**src/rtl/core/cfd_pkg.sv**
```systemverilog
`timescale 1ns / 1ps

package cfd_pkg;

  localparam int unsigned QueueDepth = 2;
  localparam int unsigned CfgAddrW   = 4;

  typedef enum logic [1:0] {
    OP_FRAME = 2'd0,
    OP_TICK  = 2'd1,
    OP_NMT   = 2'd2,
    OP_NONE  = 2'd3
  } op_e;

  typedef enum logic [1:0] {
    CFG_ENABLE   = 2'd0,
    CFG_OWN_NODE = 2'd1,
    CFG_TIMEOUT  = 2'd2,
    CFG_PERIOD   = 2'd3
  } cfg_idx_e;

  localparam logic [10:0] FC_MASK      = 11'h780;
  localparam logic [10:0] FC_RPDO1     = 11'h200;
  localparam logic [10:0] FC_HEARTBEAT = 11'h700;
  localparam logic [10:0] FC_EMCY      = 11'h080;

  localparam logic [7:0] CMD_START      = 8'h01;
  localparam logic [7:0] CMD_STOP       = 8'h02;
  localparam logic [7:0] CMD_PREOP      = 8'h80;
  localparam logic [7:0] CMD_RESET_NODE = 8'h81;
  localparam logic [7:0] CMD_RESET_COMM = 8'h82;

  localparam logic [6:0] ST_INIT    = 7'd0;
  localparam logic [6:0] ST_STOPPED = 7'd4;
  localparam logic [6:0] ST_OPER    = 7'd5;
  localparam logic [6:0] ST_PREOP   = 7'd127;

  localparam logic [15:0] ERR_COMM = 16'h5000;
  localparam logic [15:0] CNT_SAT  = 16'hFFFF;

  localparam logic [15:0] TIMEOUT_RST = 16'd300;
  localparam logic [15:0] PERIOD_RST  = 16'd100;
  localparam logic [6:0]  NODE_RST    = 7'd1;

  typedef enum logic [2:0] {
    K_NONE,
    K_RPDO,
    K_HB,
    K_EMCY,
    K_REJECT,
    K_TICK,
    K_NMT
  } kind_e;

  // Classified request handed from the front to the back
  typedef struct packed {
    kind_e       kind;
    logic [31:0] data;
    logic        state_set;
    logic [6:0]  state_val;
    logic [7:0]  command;
    logic [6:0]  target;
  } item_t;

  typedef struct packed {
    logic        enable;
    logic [6:0]  own_node;
    logic [15:0] timeout;
    logic [15:0] period;
  } cfg_t;

  typedef struct packed {
    logic signed [31:0] velocity_setpoint;
    logic [6:0]         node_mode;
    logic [15:0]        emergency_code;
    logic [7:0]         fault_flags;
    logic               heartbeat_timeout;
    logic               frame_rejected;
    logic               tx_valid;
    logic [10:0]        tx_can_id;
    logic [7:0]         tx_byte0;
    logic [7:0]         tx_byte1;
  } result_t;

endpackage

```
**src/rtl/core/cfd_front.sv**
```systemverilog
`timescale 1ns / 1ps

module cfd_front import cfd_pkg::*; (
  input  logic        enable_i,
  input  logic [1:0]  operation_i,
  input  logic [10:0] can_id_i,
  input  logic [3:0]  dlc_i,
  input  logic [31:0] payload_i,
  input  logic [7:0]  command_i,
  input  logic [6:0]  target_node_i,
  output item_t       item_o
);

  logic [10:0] fc;

  assign fc = can_id_i & FC_MASK;

  always_comb begin
    item_o           = '0;
    item_o.kind      = K_NONE;
    item_o.data      = payload_i;
    item_o.command   = command_i;
    item_o.target    = target_node_i;
    item_o.state_val = payload_i[6:0];
    unique case (op_e'(operation_i))
      OP_FRAME: begin
        if (enable_i) begin
          unique case (fc)
            FC_RPDO1: item_o.kind = K_RPDO;
            FC_HEARTBEAT: begin
              item_o.kind      = K_HB;
              item_o.state_set = payload_i[7:0] inside {{1'b0, ST_STOPPED},
                                                        {1'b0, ST_OPER},
                                                        {1'b0, ST_PREOP}};
            end
            FC_EMCY: item_o.kind = (dlc_i < 4'd4) ? K_REJECT : K_EMCY;
            default: item_o.kind = K_NONE;
          endcase
        end
      end
      OP_TICK: begin
        if (enable_i) begin
          item_o.kind = K_TICK;
        end
      end
      OP_NMT: begin
        item_o.kind = K_NMT;
        unique case (command_i) inside
          CMD_START: begin
            item_o.state_set = 1'b1;
            item_o.state_val = ST_OPER;
          end
          CMD_STOP: begin
            item_o.state_set = 1'b1;
            item_o.state_val = ST_STOPPED;
          end
          CMD_PREOP: begin
            item_o.state_set = 1'b1;
            item_o.state_val = ST_PREOP;
          end
          CMD_RESET_NODE, CMD_RESET_COMM: begin
            item_o.state_set = 1'b1;
            item_o.state_val = ST_INIT;
          end
          default: item_o.state_set = 1'b0;
        endcase
      end
      default: item_o.kind = K_NONE;
    endcase
  end

endmodule

```
**src/rtl/core/cfd_queue.sv**
```systemverilog
`timescale 1ns / 1ps

// DEPTH must be at least 2
module cfd_queue import cfd_pkg::*; #(
  parameter int unsigned DEPTH = QueueDepth
) (
  input  logic  clk_i,
  input  logic  rst_ni,
  input  logic  push_i,
  input  item_t data_i,
  output logic  full_o,
  input  logic  pop_i,
  output item_t data_o,
  output logic  empty_o
);

  localparam int unsigned PtrW = $clog2(DEPTH);
  localparam int unsigned CntW = $clog2(DEPTH + 1);
  localparam logic [PtrW-1:0] LastPtr = PtrW'(DEPTH - 1);
  localparam logic [CntW-1:0] FullCnt = CntW'(DEPTH);

  item_t           mem_q [DEPTH];
  logic [PtrW-1:0] wr_ptr_q, wr_ptr_d;
  logic [PtrW-1:0] rd_ptr_q, rd_ptr_d;
  logic [CntW-1:0] count_q, count_d;
  logic            do_wr, do_rd;

  assign full_o  = (count_q == FullCnt);
  assign empty_o = (count_q == '0);
  assign do_wr   = push_i && !full_o;
  assign do_rd   = pop_i && !empty_o;
  assign data_o  = mem_q[rd_ptr_q];

  always_comb begin
    wr_ptr_d = wr_ptr_q;
    rd_ptr_d = rd_ptr_q;
    count_d  = count_q;
    if (do_wr) begin
      wr_ptr_d = (wr_ptr_q == LastPtr) ? '0 : wr_ptr_q + 1'b1;
    end
    if (do_rd) begin
      rd_ptr_d = (rd_ptr_q == LastPtr) ? '0 : rd_ptr_q + 1'b1;
    end
    if (do_wr && !do_rd) begin
      count_d = count_q + 1'b1;
    end else if (do_rd && !do_wr) begin
      count_d = count_q - 1'b1;
    end
  end

  always_ff @(posedge clk_i or negedge rst_ni) begin
    if (!rst_ni) begin
      wr_ptr_q <= '0;
      rd_ptr_q <= '0;
      count_q  <= '0;
    end else begin
      wr_ptr_q <= wr_ptr_d;
      rd_ptr_q <= rd_ptr_d;
      count_q  <= count_d;
    end
  end

  always_ff @(posedge clk_i) begin
    if (do_wr) begin
      mem_q[wr_ptr_q] <= data_i;
    end
  end

endmodule

```
**src/rtl/core/cfd_back.sv**
```systemverilog
`timescale 1ns / 1ps

module cfd_back import cfd_pkg::*; (
  input  logic    clk_i,
  input  logic    rst_ni,
  input  cfg_t    cfg_i,
  input  item_t   item_i,
  input  logic    item_empty_i,
  output logic    item_pop_o,
  output result_t res_o,
  output logic    res_empty_o,
  input  logic    res_pop_i
);

  logic [6:0]  node_state_q, node_state_d;
  logic        armed_q, armed_d;
  logic [15:0] since_hb_q, since_hb_d;
  logic [15:0] since_sent_q, since_sent_d;
  logic [15:0] err_code_q, err_code_d;
  logic [7:0]  err_bits_q, err_bits_d;
  logic [31:0] velocity_q, velocity_d;
  logic        res_valid_q;
  result_t     res_q, res_d;
  logic        advance;
  logic [15:0] sent_inc, hb_inc;

  // Take the next request when the result slot is free or drains now
  assign advance     = !item_empty_i && (!res_valid_q || res_pop_i);
  assign item_pop_o  = advance;
  assign res_empty_o = !res_valid_q;
  assign res_o       = res_q;

  assign sent_inc = (since_sent_q == CNT_SAT) ? CNT_SAT : since_sent_q + 16'd1;
  assign hb_inc   = (since_hb_q == CNT_SAT) ? CNT_SAT : since_hb_q + 16'd1;

  always_comb begin
    node_state_d = node_state_q;
    armed_d      = armed_q;
    since_hb_d   = since_hb_q;
    since_sent_d = since_sent_q;
    err_code_d   = err_code_q;
    err_bits_d   = err_bits_q;
    velocity_d   = velocity_q;
    res_d        = '0;
    case (item_i.kind)
      K_RPDO: velocity_d = item_i.data;
      K_HB: begin
        since_hb_d = '0;
        armed_d    = 1'b1;
        if (item_i.state_set) begin
          node_state_d = item_i.state_val;
        end
      end
      K_EMCY: begin
        err_code_d = item_i.data[15:0];
        err_bits_d = err_bits_q | item_i.data[23:16];
      end
      K_REJECT: res_d.frame_rejected = 1'b1;
      K_TICK: begin
        since_sent_d = sent_inc;
        since_hb_d   = hb_inc;
        if (node_state_q == ST_OPER && sent_inc >= cfg_i.period) begin
          res_d.tx_valid  = 1'b1;
          res_d.tx_can_id = FC_HEARTBEAT | {4'd0, cfg_i.own_node};
          res_d.tx_byte0  = {1'b0, node_state_q};
          since_sent_d    = '0;
        end
        if (armed_q && hb_inc > cfg_i.timeout) begin
          res_d.heartbeat_timeout = 1'b1;
          err_code_d              = ERR_COMM;
        end
      end
      K_NMT: begin
        res_d.tx_valid  = 1'b1;
        res_d.tx_byte0  = item_i.command;
        res_d.tx_byte1  = {1'b0, item_i.target};
        if (item_i.state_set) begin
          node_state_d = item_i.state_val;
        end
      end
      default: ;
    endcase
    res_d.velocity_setpoint = velocity_d;
    res_d.node_mode         = node_state_d;
    res_d.emergency_code    = err_code_d;
    res_d.fault_flags       = err_bits_d;
  end

  always_ff @(posedge clk_i or negedge rst_ni) begin
    if (!rst_ni) begin
      node_state_q <= ST_INIT;
      armed_q      <= 1'b0;
      since_hb_q   <= '0;
      since_sent_q <= CNT_SAT;
      err_code_q   <= '0;
      err_bits_q   <= '0;
      velocity_q   <= '0;
      res_valid_q  <= 1'b0;
    end else begin
      if (advance) begin
        node_state_q <= node_state_d;
        armed_q      <= armed_d;
        since_hb_q   <= since_hb_d;
        since_sent_q <= since_sent_d;
        err_code_q   <= err_code_d;
        err_bits_q   <= err_bits_d;
        velocity_q   <= velocity_d;
        res_valid_q  <= 1'b1;
      end else if (res_pop_i) begin
        res_valid_q  <= 1'b0;
      end
    end
  end

  always_ff @(posedge clk_i) begin
    if (advance) begin
      res_q <= res_d;
    end
  end

endmodule

```
**src/rtl/core/canopen_frame_dispatch_heartbeat.sv**
```systemverilog
`timescale 1ns / 1ps

// Channel   Direction  Handshake              Contents
// request   in         push / full            operation, frame, NMT command
// result    out        pop / empty            status, flags, frame to transmit
// config    in         psel/penable/pwrite    enable, node id, timeout, period
//
// One request per cycle sustained while results are popped; a result reaches the result
// ports through the request queue (classified and written at the edge that accepts
// its push), then through one back-end update into the result register. The back
// end stalls only on the result register; the queue of QUEUE_DEPTH requests absorbs
// that stall before full rises.
// Reset is asynchronous, active low, and leaves both sides empty.
module canopen_frame_dispatch_heartbeat import cfd_pkg::*; #(
  parameter int unsigned QUEUE_DEPTH = QueueDepth
) (
  input  logic                clk_i,
  input  logic                rst_ni,
  input  logic                push,
  output logic                full,
  input  logic [1:0]          operation_i,
  input  logic [10:0]         can_id_i,
  input  logic [3:0]          dlc_i,
  input  logic [31:0]         payload_i,
  input  logic [7:0]          command_i,
  input  logic [6:0]          target_node_i,
  output logic                empty,
  input  logic                pop,
  output logic signed [31:0]  velocity_setpoint_o,
  output logic [6:0]          node_mode_o,
  output logic [15:0]         emergency_code_o,
  output logic [7:0]          fault_flags_o,
  output logic                heartbeat_timeout_o,
  output logic                frame_rejected_o,
  output logic                tx_valid_o,
  output logic [10:0]         tx_can_id_o,
  output logic [7:0]          tx_byte0_o,
  output logic [7:0]          tx_byte1_o,
  input  logic                psel,
  input  logic                penable,
  input  logic                pwrite,
  input  logic [CfgAddrW-1:0] paddr,
  input  logic [31:0]         pwdata,
  output logic [31:0]         prdata,
  output logic                pready
);

  cfg_t     cfg_q;
  cfg_idx_e cfg_idx;
  logic     cfg_wr;
  item_t    front_item, queue_item;
  logic     queue_empty, queue_pop;
  result_t  res;

  assign pready  = 1'b1;
  assign cfg_idx = cfg_idx_e'(paddr[3:2]);
  assign cfg_wr  = psel && penable && pwrite;

  always_ff @(posedge clk_i or negedge rst_ni) begin
    if (!rst_ni) begin
      cfg_q.enable   <= 1'b0;
      cfg_q.own_node <= NODE_RST;
      cfg_q.timeout  <= TIMEOUT_RST;
      cfg_q.period   <= PERIOD_RST;
    end else if (cfg_wr) begin
      unique case (cfg_idx)
        CFG_ENABLE:   cfg_q.enable   <= pwdata[0];
        CFG_OWN_NODE: cfg_q.own_node <= pwdata[6:0];
        CFG_TIMEOUT:  cfg_q.timeout  <= pwdata[15:0];
        CFG_PERIOD:   cfg_q.period   <= pwdata[15:0];
        default: ;
      endcase
    end
  end

  always_comb begin
    unique case (cfg_idx)
      CFG_ENABLE:   prdata = {31'd0, cfg_q.enable};
      CFG_OWN_NODE: prdata = {25'd0, cfg_q.own_node};
      CFG_TIMEOUT:  prdata = {16'd0, cfg_q.timeout};
      CFG_PERIOD:   prdata = {16'd0, cfg_q.period};
      default:      prdata = '0;
    endcase
  end

  cfd_front u_front (
    .enable_i      (cfg_q.enable),
    .operation_i   (operation_i),
    .can_id_i      (can_id_i),
    .dlc_i         (dlc_i),
    .payload_i     (payload_i),
    .command_i     (command_i),
    .target_node_i (target_node_i),
    .item_o        (front_item)
  );

  cfd_queue #(
    .DEPTH (QUEUE_DEPTH)
  ) u_queue (
    .clk_i   (clk_i),
    .rst_ni  (rst_ni),
    .push_i  (push),
    .data_i  (front_item),
    .full_o  (full),
    .pop_i   (queue_pop),
    .data_o  (queue_item),
    .empty_o (queue_empty)
  );

  cfd_back u_back (
    .clk_i        (clk_i),
    .rst_ni       (rst_ni),
    .cfg_i        (cfg_q),
    .item_i       (queue_item),
    .item_empty_i (queue_empty),
    .item_pop_o   (queue_pop),
    .res_o        (res),
    .res_empty_o  (empty),
    .res_pop_i    (pop)
  );

  assign velocity_setpoint_o = res.velocity_setpoint;
  assign node_mode_o         = res.node_mode;
  assign emergency_code_o    = res.emergency_code;
  assign fault_flags_o       = res.fault_flags;
  assign heartbeat_timeout_o = res.heartbeat_timeout;
  assign frame_rejected_o    = res.frame_rejected;
  assign tx_valid_o          = res.tx_valid;
  assign tx_can_id_o         = res.tx_can_id;
  assign tx_byte0_o          = res.tx_byte0;
  assign tx_byte1_o          = res.tx_byte1;

endmodule
```
**config.mk**
```make
export PLATFORM = sky130hd
export DESIGN_NAME = canopen_frame_dispatch_heartbeat
export DESIGN_NICKNAME = d
export VERILOG_FILES = /design/src/rtl/core/cfd_pkg.sv /design/src/rtl/core/cfd_front.sv /design/src/rtl/core/cfd_queue.sv /design/src/rtl/core/cfd_back.sv /design/src/rtl/core/canopen_frame_dispatch_heartbeat.sv
export SDC_FILE = /design/constraint.sdc
export NUM_CORES = 1
export LEC_CHECK = 0
export ABC_CLOCK_PERIOD_IN_PS = 5600
export BUFFER_PORTS_ARGS = -buffer_cell sky130_fd_sc_hd__buf_2
export CAP_MARGIN = 0
export CELL_PAD_IN_SITES_DETAIL_PLACEMENT = 1
export CELL_PAD_IN_SITES_GLOBAL_PLACEMENT = 2
export CORE_ASPECT_RATIO = 1.75
export CORE_MARGIN = 5
export CORE_UTILIZATION = 40
export CTS_BUF_LIST = sky130_fd_sc_hd__clkbuf_8
export DETAILED_ROUTE_END_ITERATION = 8
export GPL_TIMING_DRIVEN = 0
export PLACE_DENSITY = 0.9
export SYNTH_ARGS = -nofsm -noshare
export SYNTH_HDL_FRONTEND = slang
export SYNTH_SLANG_ARGS = --single-unit
```
**constraint.sdc**
```tcl
create_clock -name clk_i -period 5.6 [get_ports clk_i]
set_input_delay 1.12 -clock clk_i [delete_from_list [all_inputs] [get_ports clk_i]]
set_output_delay 1.12 -clock clk_i [all_outputs]
set_load 0.02 [all_outputs]
```
==> flow_summary_export.csv <==
group,metric,value,unit
synth,async_flop_share,0.408,
floorplan,die_x,159,µm
power,powerDensity,502,nW/µm²
synth,synthCells,1246,
cts,h-tree-depth,2,
sta,rsz0062_at_grt,"false",
drt,via_count,10800,
global_route,grt_start_max_net_pins,72,
synth,ys_top_cells_by_area,"edfxtp_1 40%, dfrtp_1 19%, mux2_2 5.9%, dfstp_2 4.1%, nand2_1 3.9%",
critical_path,cp_max_fo,10,
critical_path,required,6.11,ns
cts,cts_tree,"done",
cells_and_area,fillers,4164,
cts,cts_root_buf,"clkbuf_8",
synth,synth.top_cell.area_share,0.397,
sta,fin_crit_sh,0.851,
sta,relSlewSlack,0.164,
drt,wl,43500,µm
floorplan,start_util,0.404,
power,finalPower,9.16,mW
sta,period_needed,4.77,ns
cells_and_area,final_area,18300,µm²
cells_and_area,regArea,9710,µm²
cts,clk_pin_slew_worst_paths,0.06,ns
critical_path,startpoint,"u_back.since_sent_q[2]",
cells_and_area,multi_input_area,5260,µm²
place,io_buffers,187,
synth,synth_warnings,0,
floorplan,fp-row-count,95,
critical_path,crit_path_end_kind,"flip-flop",
cells_and_area,syn2layout_area_growth,17.8,%
critical_path,timing.rr.start,"u_back.since_sent_q[2]",
synth,synth_edf_count,205,
place,hpwl,33200,µm
synth,syn_area,15500,µm²
cells_and_area,layout-drive-gt1-share,0.266,
global_route,grt_pass1_vias,12000,
place,dpl-instance-area,17300,µm²
drt,drc,0,
sta,setup_viol_count_final,0,
synth,ys_ff_latch,346,
critical_path,cp-start-kind,"flip-flop",
floorplan,ios,235,
outcome,status,"complete, no violations",
critical_path,r2r_slack,0.83,ns
cts,post_cts_resized,0,
power,peakVddDrop,0.226,mV
min_path,hold_class,"reg -> reg",
drt,initialDrtViolationCount,345,
sta,drv_slew,0,
critical_path,crit_path_end,"u_back.since_sent_q[8]",
critical_path,worstSetupPathType,"reg -> reg",
power,leakage,7.79,nW
global_route,grt_pass1_wl,67200,µm
cells_and_area,final_nets,1650,
job,maxCapViolations,0,
sta,finalSetupTns,0,ns
cells_and_area,postLayoutCoreUtil,0.476,
cts,cts.sinks,346,
floorplan,core,38400,µm²
sta,worstMarginPinSlew,1.24,ns
floorplan,design.die.area,42900,µm²
synth,ys_types,66,
cts,cts.path.max_buffers,3,
sta,fmax,0.210,GHz
drt,routedWlPerCell,21.3,µm
cts,postCtsSetupBuffers,0,
place,gp_congestion,0.852,
synth,synth_ff_type,"edfxtp_1",
sta,finClkSkew,0.0251,ns
critical_path,r2r_end,"u_back.since_sent_q[8]",
cts,hold_buffers,0,
critical_path,ff2ff_path_depth,16,
sta,hold_violations,0,
drt,drt-vias-per-instance,5.29,
drt,first_pass_iters,4,
critical_path,arrival,5.28,ns
floorplan,die_h,270,µm
global_route,antenna_found_initial,5,
global_route,gr-total-overflow,0,
synth,avgSynthCellArea,12.4,µm²
drt,ant_nets,0,
cts,cts-buffers-inserted,50,
synth,synth_largest_area_cell,"edfxtp_1",
cts,clock_latency,0.61,ns
global_route,grtUsageTotal,0.198,
synth,yosysSeqAreaShare,0.627,
==> registers in the layout, indices dropped and copies added, names as in the netlist, 7 cells and up <==
| name | cells |
|---|---|
| cfg_q | 40 |
| u_back.err_bits_q | 8 |
| u_back.err_code_q | 16 |
| u_back.node_state_q | 7 |
| u_back.res_o | 89 |
| u_back.since_hb_q | 16 |
| u_back.since_sent_q | 16 |
| u_back.velocity_q | 32 |
| u_queue.mem_q | 116 |
==> synthesized netlist by cell type, types with 12 or more instances <==
| cell type | count |
|---|---|
| nand3_1 | 15 |
| inv_1 | 43 |
| nand2b_1 | 12 |
| clkbuf_1 | 46 |
| nand4_1 | 13 |
| nor2b_1 | 14 |
| and3_1 | 14 |
| dfrtp_1 | 117 |
| nand2_1 | 161 |
| dfstp_2 | 24 |
| o21a_1 | 15 |
| a22oi_1 | 14 |
| nor3_1 | 12 |
| o21ai_0 | 70 |
| xnor2_1 | 17 |
| a311oi_1 | 14 |
| edfxtp_1 | 205 |
| nor2_1 | 69 |
| a21oi_1 | 64 |
| mux2i_1 | 54 |
| mux2_2 | 81 |
| ha_1 | 35 |
| buf_4 | 21 |
==> area by class of cell <==
cell class	instances	area share
Antenna cell	6	0.000822
Sequential cell	346	0.532
Clock buffer	55	0.0415
Buffer	85	0.0238
Inverter	44	0.00904
Clock inverter	39	0.0116
Multi-Input combinational cell	788	0.288
Tap cell	485	0.0332
Timing Repair Buffer	193	0.0598
==> cells by family (layout without fill, tap and decap cells) <==
family	after synthesis	after routing	synth area share
and+or+nand+nor	339	339	0.0999
xor gates and xnor gates	25	25	0.0141
muxes	136	136	0.0952
DFF	346	346	0.627
AOI/OAI and AO/OA	234	234	0.0966
adders and majority gates	35	35	0.0283
other	2	25	0.000485
buffers and inverters	129	416	0.0387
==> how the worst min path moves through the flow <==
stage	startpoint	end	slack, ns	depth (start not counted)
after floorplan	u_back.armed_q	u_back.armed_q	0.44	1
after global placement	u_back.velocity_q[6]	u_back.velocity_q[6]	0.45	2
after detailed placement	u_back.velocity_q[15]	u_back.velocity_q[15]	0.46	2
after CTS	u_back.velocity_q[15]	u_back.velocity_q[15]	0.48	2
after global routing	u_back.err_bits_q[2]	u_back.err_bits_q[2]	0.50	1
final	u_back.armed_q	u_back.armed_q	0.47	1
==> cells in the final DEF, fill, tap and decap left out, types with 46 or more instances in the layout <==
cell type / instances
mux2_2: 81
edfxtp_1: 205
mux2i_1: 54
clkbuf_8: 55
buf_2: 197
o21ai_0: 70
a21oi_1: 64
inv_1: 70
clkbuf_1: 46
nand2_1: 161
dfrtp_1: 117
nor2_1: 68
==> per-stage QoR <==
stage	setup slack (ns)	hold WS (ns)	instances
6_report	0.833	0.475	2041
5_1_grt	0.497	0.498	2040
4_1_cts	0.818	0.476	2035
3_5_place_dp	0.838	0.460	1941
3_3_place_gp	-1.33	0.451	1935
2_1_floorplan	0.694	0.440	1263
==> critical path, cell delays in order (launching register included) <==
cell	delay, ns
dfstp_2	0.52
clkbuf_1	0.31
nand4_1	0.29
nor3_1	0.46
nand3_1	0.24
nor2_1	0.26
xnor2_1	0.19
nand2_1	0.10
ha_1	0.34
nand4_1	0.14
nor3_1	0.29
or4b_2	0.62
o211ai_1	0.17
and3_1	0.20
clkbuf_2	0.19
buf_2	0.28
nor3_1	0.09
==> metal layers <==
layer	share of wire	wire, µm	global-route usage	up-vias
met3	0.036	1580	0.0311	88
met1	0.35	15100	0.195	5437
met5	0	0	0	-
met4	0.043	1890	0.0906	0
met2	0.57	25000	0.394	269
li1	-	-	-	4996
==> report_power, final <==
group          internal, mW  switching [mW]  leakage [nW]  total, mW
logic                  1.12            2.03          3.57       3.15
clock network         0.960           0.977         0.590       1.94
registers              3.72           0.353          3.63       4.08
(Power assumes the default switching activity.)
